**config.mk**
```make
export PLATFORM = sky130hd
export DESIGN_NAME = remote_command_byte_decoder_top
export DESIGN_NICKNAME = d
export VERILOG_FILES = /design/src/rcbd_pkg.sv /design/src/rcbd_motion.sv /design/src/rcbd_frame.sv /design/src/remote_command_byte_decoder_top.sv
export SDC_FILE = /design/constraint.sdc
export NUM_CORES = 1
export LEC_CHECK = 0
export ABC_AREA = 1
export BUFFER_PORTS_ARGS = -buffer_cell sky130_fd_sc_hd__buf_2
export CAP_MARGIN = 20
export CORE_MARGIN = 3
export CORE_UTILIZATION = 55
export DETAILED_ROUTE_END_ITERATION = 12
export MAX_ROUTING_LAYER = met4
export PLACE_DENSITY_LB_ADDON = 0.08
export SETUP_SLACK_MARGIN = 0.15
export SLEW_MARGIN = 20
export SYNTH_ARGS = -nofsm -noshare
export SYNTH_HDL_FRONTEND = slang
export SYNTH_SLANG_ARGS = --single-unit
```
**constraint.sdc**
```tcl
create_clock -name clock -period 2.7 [get_ports clock]
set_input_delay 0.27 -clock clock [delete_from_list [all_inputs] [get_ports clock]]
set_output_delay 0.27 -clock clock [all_outputs]
set_load 0.1 [all_outputs]
```
**src/rcbd_pkg.sv**
```systemverilog
package rcbd_pkg;

   // Byte codes on the remote link
   localparam logic [7:0] KEY_TURN_ON    = 8'h4B;
   localparam logic [7:0] KEY_TURN_OFF_A = 8'h49;
   localparam logic [7:0] KEY_TURN_OFF_B = 8'h4A;
   localparam logic [7:0] KEY_DIR_FIRST  = 8'h41;
   localparam logic [7:0] KEY_DIR_LAST   = 8'h48;
   localparam logic [7:0] KEY_DIR_BASE   = 8'h40;
   localparam logic [7:0] KEY_FWD        = 8'h41;
   localparam logic [7:0] KEY_BACK       = 8'h45;
   localparam logic [7:0] KEY_RIGHT      = 8'h43;
   localparam logic [7:0] KEY_LEFT       = 8'h47;
   localparam logic [7:0] RAW_DIR_LAST   = 8'h08;
   localparam logic [7:0] FRAME_OPEN     = 8'h7B;
   localparam logic [7:0] FRAME_CLOSE    = 8'h7D;
   localparam logic [7:0] MARK_REPORT    = 8'h50;
   localparam logic [7:0] MARK_SAVE      = 8'h57;
   localparam logic [7:0] SEL_HASH       = 8'h23;
   localparam logic [7:0] SEL_FIRST      = 8'h30;
   localparam logic [7:0] SEL_LAST       = 8'h36;
   localparam logic [7:0] ASCII_ZERO     = 8'h30;

   // Frame positions of interest
   localparam int         POS_WIDTH      = 6;
   localparam logic [5:0] POS_SELECTOR   = 6'd1;
   localparam logic [5:0] POS_MARKER     = 6'd3;

   // Motion state after one byte
   typedef struct packed {
      logic [3:0] direction;
      logic       turn_left;
      logic       turn_right;
      logic       turn_mode;
   } motion_status_type;

   // Frame events raised by one byte
   typedef struct packed {
      logic        param_write;
      logic [2:0]  param_index;
      logic [31:0] param_value;
      logic        report_request;
      logic        save_request;
   } frame_event_type;

endpackage

```
**src/rcbd_motion.sv**
```systemverilog
module rcbd_motion
   import rcbd_pkg::*;
(
   input  logic              clock,
   input  logic              reset,
   input  logic              advance,
   input  logic [7:0]        rx_byte,
   input  logic              run_mode,
   output motion_status_type status
);

   logic       turn_ff,  turn_in;
   logic [3:0] dir_ff,   dir_in;
   logic       left_ff,  left_in;
   logic       right_ff, right_in;

   // Turn mode set and clear, then direction and turn flag decode when not in run mode
   always_comb begin
      turn_in  = turn_ff;
      dir_in   = dir_ff;
      left_in  = left_ff;
      right_in = right_ff;

      if (rx_byte == KEY_TURN_ON) begin
         turn_in = 1'b1;
      end else if (rx_byte == KEY_TURN_OFF_A || rx_byte == KEY_TURN_OFF_B) begin
         turn_in = 1'b0;
      end

      if (!run_mode) begin
         if (!turn_in) begin
            if (rx_byte inside {[KEY_DIR_FIRST:KEY_DIR_LAST]}) begin
               dir_in = 4'(rx_byte - KEY_DIR_BASE);
            end else if (rx_byte <= RAW_DIR_LAST) begin
               dir_in = rx_byte[3:0];
            end else begin
               dir_in = 4'd0;
            end
         end else begin
            left_in  = (rx_byte == KEY_LEFT);
            right_in = (rx_byte == KEY_RIGHT);
            if (rx_byte == KEY_FWD || rx_byte == KEY_BACK) begin
               dir_in = 4'(rx_byte - KEY_DIR_BASE);
            end else begin
               dir_in = 4'd0;
            end
         end
      end
   end

   always_ff @(posedge clock) begin
      if (reset) begin
         turn_ff  <= 1'b0;
         dir_ff   <= 4'd0;
         left_ff  <= 1'b0;
         right_ff <= 1'b0;
      end else if (advance) begin
         turn_ff  <= turn_in;
         dir_ff   <= dir_in;
         left_ff  <= left_in;
         right_ff <= right_in;
      end
   end

   assign status.direction  = dir_in;
   assign status.turn_left  = left_in;
   assign status.turn_right = right_in;
   assign status.turn_mode  = turn_in;

endmodule

```
**src/rcbd_frame.sv**
```systemverilog
module rcbd_frame
   import rcbd_pkg::*;
#(
   parameter int MAX_FRAME   = 50,
   parameter int VALUE_WIDTH = 32
)
(
   input  logic            clock,
   input  logic            reset,
   input  logic            advance,
   input  logic [7:0]      rx_byte,
   output frame_event_type events
);

   localparam logic [POS_WIDTH-1:0] POS_LIMIT = POS_WIDTH'(MAX_FRAME);

   logic                   capturing_ff, capturing_in;
   logic [POS_WIDTH-1:0]   pos_ff,       pos_in;
   logic [7:0]             selector_ff,  selector_in;
   logic [7:0]             marker_ff,    marker_in;
   logic [VALUE_WIDTH-1:0] acc_ff,       acc_in;

   logic [VALUE_WIDTH-1:0] acc_x10;
   logic [VALUE_WIDTH-1:0] acc_step;
   logic [63:0]            acc_wide;
   logic                   is_close;
   logic                   open_now;

   // Horner step: acc*10 + byte - '0', wrapping at the accumulator width
   assign acc_x10  = (acc_ff << 3) + (acc_ff << 1);
   assign acc_step = acc_x10 + VALUE_WIDTH'(rx_byte) - VALUE_WIDTH'(ASCII_ZERO);
   assign acc_wide = 64'(acc_ff);

   assign is_close = (rx_byte == FRAME_CLOSE);
   assign open_now = capturing_ff || (rx_byte == FRAME_OPEN);

   // Capture and close handling
   always_comb begin
      capturing_in = capturing_ff;
      pos_in       = pos_ff;
      selector_in  = selector_ff;
      marker_in    = marker_ff;
      acc_in       = acc_ff;
      events       = '0;

      if (is_close) begin
         if (marker_ff == MARK_REPORT) begin
            events.report_request = 1'b1;
         end else if (marker_ff == MARK_SAVE) begin
            events.save_request = 1'b1;
         end else if (selector_ff != SEL_HASH && selector_ff inside {[SEL_FIRST:SEL_LAST]}) begin
            events.param_write = 1'b1;
            events.param_index = 3'(selector_ff - SEL_FIRST);
            events.param_value = acc_wide[31:0];
         end
         capturing_in = 1'b0;
         pos_in       = '0;
         selector_in  = '0;
         marker_in    = '0;
         acc_in       = '0;
      end else begin
         capturing_in = open_now;
         // bytes past the frame limit are dropped
         if (open_now && pos_ff < POS_LIMIT) begin
            if (pos_ff == POS_SELECTOR) begin
               selector_in = rx_byte;
            end
            if (pos_ff == POS_MARKER) begin
               marker_in = rx_byte;
            end
            if (pos_ff >= POS_MARKER) begin
               acc_in = acc_step;
            end
            pos_in = pos_ff + POS_WIDTH'(1);
         end
      end
   end

   always_ff @(posedge clock) begin
      if (reset) begin
         capturing_ff <= 1'b0;
         pos_ff       <= '0;
         selector_ff  <= '0;
         marker_ff    <= '0;
         acc_ff       <= '0;
      end else if (advance) begin
         capturing_ff <= capturing_in;
         pos_ff       <= pos_in;
         selector_ff  <= selector_in;
         marker_ff    <= marker_in;
         acc_ff       <= acc_in;
      end
   end

endmodule

```
**src/remote_command_byte_decoder_top.sv**
```systemverilog
// Channel | Direction | Ports                     | Item
// req     | in        | req_valid/req_ready       | rx_byte
// rsp     | out       | rsp_valid/rsp_ready       | direction, turn flags, frame events
// csr     | in        | csr_valid/csr_ready       | run_mode (always ready)
//
// One item per cycle while req_ready is high; each result appears in the cycle
// after its byte is taken. The decode and the Horner step sit between the state
// registers and the result register; that single register stage sets throughput.
// Synchronous active-high reset clears all but the result data; run_mode resets to 0.
// A stalled result holds in the result register while req_ready stays high
// only if the result is being taken in the same cycle.
module remote_command_byte_decoder_top
   import rcbd_pkg::*;
#(
   parameter int MAX_FRAME   = 50,
   parameter int VALUE_WIDTH = 32
)
(
   input  logic               clock,
   input  logic               reset,
   input  logic               req_valid,
   output logic               req_ready,
   input  logic [7:0]         req_rx_byte,
   output logic               rsp_valid,
   input  logic               rsp_ready,
   output logic [3:0]         rsp_direction,
   output logic               rsp_turn_left,
   output logic               rsp_turn_right,
   output logic               rsp_turn_mode,
   output logic               rsp_param_write,
   output logic [2:0]         rsp_param_index,
   output logic signed [31:0] rsp_param_value,
   output logic               rsp_report_request,
   output logic               rsp_save_request,
   input  logic               csr_valid,
   output logic               csr_ready,
   input  logic               csr_run_mode
);

   logic              run_mode_ff;
   logic              accept;
   logic              rsp_valid_ff, rsp_valid_in;
   motion_status_type motion_now;
   frame_event_type   frame_now;
   motion_status_type motion_ff;
   frame_event_type   frame_ff;

   // Configuration register
   assign csr_ready = 1'b1;

   always_ff @(posedge clock) begin
      if (reset) begin
         run_mode_ff <= 1'b0;
      end else if (csr_valid) begin
         run_mode_ff <= csr_run_mode;
      end
   end

   // Take a new item whenever the result register is free or draining
   assign req_ready = !rsp_valid_ff || rsp_ready;
   assign accept    = req_valid && req_ready;

   rcbd_motion u_motion (
      .clock    (clock),
      .reset    (reset),
      .advance  (accept),
      .rx_byte  (req_rx_byte),
      .run_mode (run_mode_ff),
      .status   (motion_now)
   );

   rcbd_frame #(
      .MAX_FRAME   (MAX_FRAME),
      .VALUE_WIDTH (VALUE_WIDTH)
   ) u_frame (
      .clock   (clock),
      .reset   (reset),
      .advance (accept),
      .rx_byte (req_rx_byte),
      .events  (frame_now)
   );

   // Result register
   always_comb begin
      rsp_valid_in = rsp_valid_ff;
      if (accept) begin
         rsp_valid_in = 1'b1;
      end else if (rsp_ready) begin
         rsp_valid_in = 1'b0;
      end
   end

   always_ff @(posedge clock) begin
      if (reset) begin
         rsp_valid_ff <= 1'b0;
      end else begin
         rsp_valid_ff <= rsp_valid_in;
      end
   end

   always_ff @(posedge clock) begin
      if (accept) begin
         motion_ff <= motion_now;
         frame_ff  <= frame_now;
      end
   end

   assign rsp_valid          = rsp_valid_ff;
   assign rsp_direction      = motion_ff.direction;
   assign rsp_turn_left      = motion_ff.turn_left;
   assign rsp_turn_right     = motion_ff.turn_right;
   assign rsp_turn_mode      = motion_ff.turn_mode;
   assign rsp_param_write    = frame_ff.param_write;
   assign rsp_param_index    = frame_ff.param_index;
   assign rsp_param_value    = frame_ff.param_value;
   assign rsp_report_request = frame_ff.report_request;
   assign rsp_save_request   = frame_ff.save_request;

endmodule

```
; Word-level counts from Yosys, hierarchy flattened
; Index checks and enable logic that the tools add are counted.
[totals]
register_bits = 109
output_inout_bits = 48
word_cells = 99
input_bits = 14
[op_classes]
magnitude_cmp = 7
addsub = 6
n_bitwise = 2
mux = 28
n_eq_ne = 14
n_reduce_logical = 22
[op_table]
columns = operator, count
row1 = 32-bit 2-to-1 mux, 3
row2 = "8-bit by 7-bit equality test with 1-bit output, second input constant", 11
row3 = 8-bit 2-to-1 mux, 6
row4 = 36-bit 2-to-1 mux, 1
row5 = 32-bit adder, 1
row6 = 32-bit by 8-bit adder with 32-bit output, 1
row7 = "32-bit by 6-bit subtractor with 32-bit output, second input constant", 1
row8 = 4-bit 2-to-1 mux, 5
row9 = 6-bit 2-to-1 mux, 2
row10 = 1-bit 2-to-1 mux, 11
row11 = 2-bit nonzero test, 5
row12 = 3-bit AND reduction, 3
row13 = "8-bit by 6-bit >= comparator with 1-bit output, second input constant", 1
row14 = "8-bit by 7-bit >= comparator with 1-bit output, second input constant", 1
row15 = "8-bit by 4-bit <= comparator with 1-bit output, second input constant", 1
row16 = "8-bit by 6-bit <= comparator with 1-bit output, second input constant", 1
row17 = "8-bit by 7-bit <= comparator with 1-bit output, second input constant", 1
row18 = "8-bit by 6-bit != test with 1-bit output, second input constant", 1
row19 = "6-bit by 1-bit adder with 6-bit output, second input constant", 1
row20 = "6-bit by 1-bit equality test with 1-bit output, second input constant", 1
row21 = "6-bit by 2-bit equality test with 1-bit output, second input constant", 1
row22 = "6-bit by 2-bit >= comparator with 1-bit output, second input constant", 1
row23 = "6-bit less-than comparator, second input constant", 1
row24 = 1-bit logical AND, 5
row25 = 9 further kinds, 13

; Depth between registers and ports, before layout
[logic_depth]
ltp_word = 6
depth_mapped = 18
ltp_nobuf = 18

; Cells and area by module
; A second synthesis with hierarchy kept.
[unflattened]
hier_cells = 1103
hier_area_um2 = 7791.2
[modules_own_cells]
columns = mod, seq_area_each_um2, n_inst, area_each_um2, cells_per_inst
row1 = rcbd_frame, 1101.1, 1, 5770.5, 951
row2 = remote_command_byte_decoder_top, 1391.3, 1, 1446.4, 58
row3 = rcbd_motion, 140.1, 1, 574.3, 94

; Least setup slack after synthesis
; Ideal clock, no wire load.
[synth_path]
path_kind = register to register
start = register rsp_valid_ff (netlist: rsp_valid)
end = register motion_ff (netlist bit rsp_direction[0]), enable pin
arrival_ps = 3497
synth_period_minus_slack_ps = 3924
setup_time_ps = 427
stages_incl_launch_ff = 5
slack_ps = -1224
path_buffers = 1
required_ps = 2273
path_cell_list = dfxtp_1 nand2_1 nand2_1 inv_1 clkbuf_1
[synth_between]
elab_chain_cells = 3
[synth_lines]
columns = item, line
row1 = start: declaration, remote_command_byte_decoder_top.sv:42  ; logic rsp_valid_ff, rsp_valid_in;
row2 = start signal: assignment, remote_command_byte_decoder_top.sv:97  ; rsp_valid_ff <= rsp_valid_in;
row3 = 1-bit logical NOT, remote_command_byte_decoder_top.sv:60  ; assign req_ready = !rsp_valid_ff || rsp_ready;
row4 = 1-bit logical OR, remote_command_byte_decoder_top.sv:60
row5 = via req_ready, remote_command_byte_decoder_top.sv:22  ; output logic req_ready,
row6 = 1-bit logical AND, remote_command_byte_decoder_top.sv:61  ; assign accept = req_valid && req_ready;
row7 = via accept, remote_command_byte_decoder_top.sv:41  ; logic accept;
row8 = end signal: assignment, remote_command_byte_decoder_top.sv:103  ; motion_ff <= motion_now;
row9 = end: declaration, remote_command_byte_decoder_top.sv:45  ; motion_status_type motion_ff;
; The timed path passes the listed nets, and every way through them passes these cells.
; A chain may end at the register's enable or synchronous reset.

; Worst setup path in the final report
[layout_path]
start = register u_frame.acc_ff[3]
end = register u_frame.acc_ff[30]
[layout_between]
elab_chain_cells = 6
[layout_lines]
columns = item, line
row1 = start: declaration, rcbd_frame.sv:21  ; logic [VALUE_WIDTH-1:0] acc_ff, acc_in;
row2 = start signal: assignment, rcbd_frame.sv:91  ; acc_ff <= acc_in;
row3 = 32-bit adder, rcbd_frame.sv:30  ; assign acc_x10 = (acc_ff << 3) + (acc_ff << 1);
row4 = 32-bit by 8-bit adder with 32-bit output, rcbd_frame.sv:31  ; assign acc_step = acc_x10 + VALUE_WIDTH'(rx_byte) - VALUE_WIDTH'(ASCII_ZERO);
row5 = 32-bit by 6-bit subtractor with 32-bit output, rcbd_frame.sv:31
row6 = 32-bit 2-to-1 mux, rcbd_frame.sv:71  ; if (pos_ff >= POS_MARKER) begin
row7 = 32-bit 2-to-1 mux, rcbd_frame.sv:64  ; if (open_now && pos_ff < POS_LIMIT) begin
row8 = 32-bit 2-to-1 mux, rcbd_frame.sv:46  ; if (is_close) begin
; Every way passes these cells. The select of a mux whose other input is x is not followed.

==> impl_results.md <==
* Most used routing layer: met2
* Static leakage at 4.48 nW
* Met1 usage at 35.6%
* Final min period at 2710 ps
* GRT Overall Usage at 25.9%
* Final instance area at 9370 sq um
* Worst r2r src: u_frame.acc_ff[3]
* Placed cell areas at 8260 sq um
* Most used standard cell by instance count after synthesis: nand2_1
* Final HPWL DP at 13,700 um
* Critical Path RT at 2990 ps
* CP endpoint kind: register
* Num CTS Buffers at 9
* Cells after DPL at 1,319
* Grt ovf at 0
* Core area at 13,300 sq um
* Worst slew margin at 52.6%
* Layout net count at 1,267
* Yosys cell types at 38
* Critical path's top delay family: adder cells
* Die width at 123 um
* Final hold vios at 0
* Count of buffer and inverter cells on the critical path at 2
* Max Fclk at 369 MHz
* Async set-reset flop share out of synthesis at 0%
* Final WS setup at -11.9 ps
* Fin util at 70.2%
* Kind of critical path: register to register
* Met2 global-route usage at 39.8%
* Clk Latency, worst-skew pair at 360 ps
* Layout cell share with drive strength beyond 1 at 24.5%
* Post-synth EDFFs at 45
* Drt wl/cell at 14.6 um
* Port bufs at 60
* Worst-margin pin slew at 712 ps
* Synth Cell Area at 7550 sq um
* RSZ-0062 raised after global routing: yes
* Filler cells at 1,126
* CTS tree: built
* Final setup fails at 1
* Vias in the first global route at 6,403
* R2R setup slack at -10 ps
* Row cnt at 42
* Startpoint types: register
* Area leader, netlist: edfxtp_1
* FF+latch count, synth at 109
* Final Non-Filler Cells at 1,344
* Pwr Density at 410 nW/um^2
* Max cap viols at 0
* Pin count of the biggest net entering global routing at 56
* Antenna violations before repair at 0
* Most used DFF post-synth: dfxtp_1
* Synth warn at 0
* CTS Buffer Depth at 2
* Die ar. at 15,200 sq um
* Total Wirelength at 19,700 um
* Sink Count at 109
* Critical path fanouts, max at 4
* Synth top area cells: edfxtp_1, dfxtp_1, nand2_1
* Area delta synth->final at 24.1%
* Top cells by count, synth: nand2_1, inv_1, nor2_1, ha_1, dfxtp_1
* Largest stage delay on the critical path at 460 ps
* Hold path startpoint: csr_run_mode
* Post-synth top area share at 17.9%
* Vias per inst at 5.18
* Diodes inserted at 0
* Final GP Congestion at 0.943
* Mapped Cells at 1,064
* Worst Hold Class: primary input to register
* CP Cell Sequence: inv_1 -> ha_1 -> inv_1 -> fa_2 -> ha_4 -> nand2_4 -> nor2_4 -> nand3_2 -> nand3b_1 -> nand2_2 -> nand3_1 -> nand3_2 -> a21oi_2
* Vias at 6,967
* Post-route clock period utilization at 100%
* Die height at 123 um
* I/O pin count at 62
* Status: finished with violations
* Initial Util at 56.5%
* Met3 GRT Util at 3.29%
* Slew Viols, Final at 0
* Worst Setup SP: u_frame.acc_ff[3]
* Drt pass-1 iters at 5
* Worst vdd ir at 0.000417 V
* DR DRC count at 0
* Slowest CP cell: fa_2
* Clk pin slew, worst setup/hold paths at 80 ps
* Sequential share of the synthesized area at 34.9%
* Synthesized Nets at 1,168
* Clk_skew at 8.25 ps
* Critical Path AT at 3000 ps
* First-pass GRT wire length at 30,400 um
* Clk root buf: clkbuf_16
* Number of DRC markers in iteration 0 at 551
* Post-route ant nets at 0
* Syn_area_per_cell at 7.09 sq um
* Failing checks: negative setup slack
* Number of H-tree levels at 3
-- registers in the layout, indices dropped and copies added (netlist names), 3 cells and up --
register,cells
rsp_direction,4
rsp_param_index,3
rsp_param_value,32
u_frame.acc_ff,32
u_frame.marker_ff,8
u_frame.pos_ff,6
u_frame.selector_ff,8
u_motion.dir_ff,4
-- power breakdown --
| part | switching (mW) | leakage, nW | internal (mW) | total [mW] |
|---|---|---|---|---|
| Combinational | 0.488 | 3.35 | 0.150 | 0.638 |
| Clock | 0.671 | 0.152 | 0.761 | 1.43 |
| Sequential | 0.0129 | 0.977 | 1.75 | 1.77 |
| Total | 1.17 | 4.48 | 2.67 | 3.84 |
-- tightest hold or removal path, stage by stage --
cell     delay (ps)
buf_2            70
a21oi_1          50
nor2_1           80
-- layer usage --
layer  part of all wire [%]  vias to the layer above
li1                       -                     3504
met5                      0                        -
met4                    1.8                        0
met2                     46                      197
met3                    5.1                       29
met1                     47                     3237
-- final cells by class --
class | count | area, sq um | area share, %
tap | 176 | 220 | 2.35
clock inverter | 6 | 75.1 | 0.801
multi-input combinational | 715 | 4690 | 50.0
clock buffer | 10 | 239 | 2.55
timing repair buffer | 105 | 653 | 6.97
inverter | 223 | 852 | 9.10
sequential | 109 | 2640 | 28.2
-- what timing repair did --
action | CTS | global route
gates resized for setup | 40 | 120
buffers inserted | 5 | 4
hold endpoints to repair | 0 | 0
pin swaps | 14 | 39
hold buffers | 0 | 0
endpoints found under the setup margin | 24 | 27
-- kinds of logic (layout without fill, tap and decap cells) --
family / Yosys count / in the layout / synth area share [%]
other: 1 / 1 / 0.0497
buffers and inverters: 240 / 344 / 12.5
XOR/XNOR: 13 / 13 / 1.51
AO/OA/AOI/OAI: 93 / 93 / 6.95
flip-flops: 109 / 109 / 34.9
AND/OR/NAND/NOR: 518 / 518 / 28.6
adder cells (fa/ha/maj): 90 / 90 / 15.5
-- metrics by stage --
stage	TNS [ps]	total power [mW]	hold WS, ps	worst slack [ps]
after CTS	0	3.79	163	36.5
after global placement	-1000	2.36	445	-93.4
after detailed placement	-2030	2.36	452	-145
after floorplan	0	2.24	405	164
after global routing	-1320	3.95	162	-151
final	-11.9	3.84	152	-11.9
-- worst paths after layout --
path                                        endpoint  cells past startpoint
worst max-delay path              u_frame.acc_ff[30]                     13
worst min-delay path                     run_mode_ff                      3
worst max register to register    u_frame.acc_ff[30]                     13
worst min register to register  u_frame.capturing_ff                      2
-- cells in the final DEF (no fill, tap or decap), types with 3 or more instances in the layout --
| cell | n |
|---|---|
| nand3_4 | 7 |
| nor2_2 | 11 |
| edfxtp_1 | 45 |
| dfxtp_1 | 58 |
| o21ai_0 | 18 |
| nor2_1 | 116 |
| nand4_1 | 10 |
| nand3_1 | 33 |
| nand3_2 | 16 |
| inv_1 | 205 |
| dfxtp_2 | 6 |
| ha_4 | 24 |
| buf_6 | 4 |
| clkbuf_16 | 9 |
| a21oi_2 | 18 |
| nor3_1 | 9 |
| ha_2 | 3 |
| buf_2 | 60 |
| nand2_2 | 36 |
| nand2_4 | 7 |
| nor2_4 | 6 |
| inv_2 | 14 |
| fa_2 | 5 |
| inv_6 | 4 |
| buf_4 | 41 |
| nand2_1 | 260 |
| a22oi_1 | 4 |
| a21oi_1 | 46 |
| ha_1 | 57 |
| xor2_1 | 9 |
No activity file was read; power rests on OpenSTA's default activity.
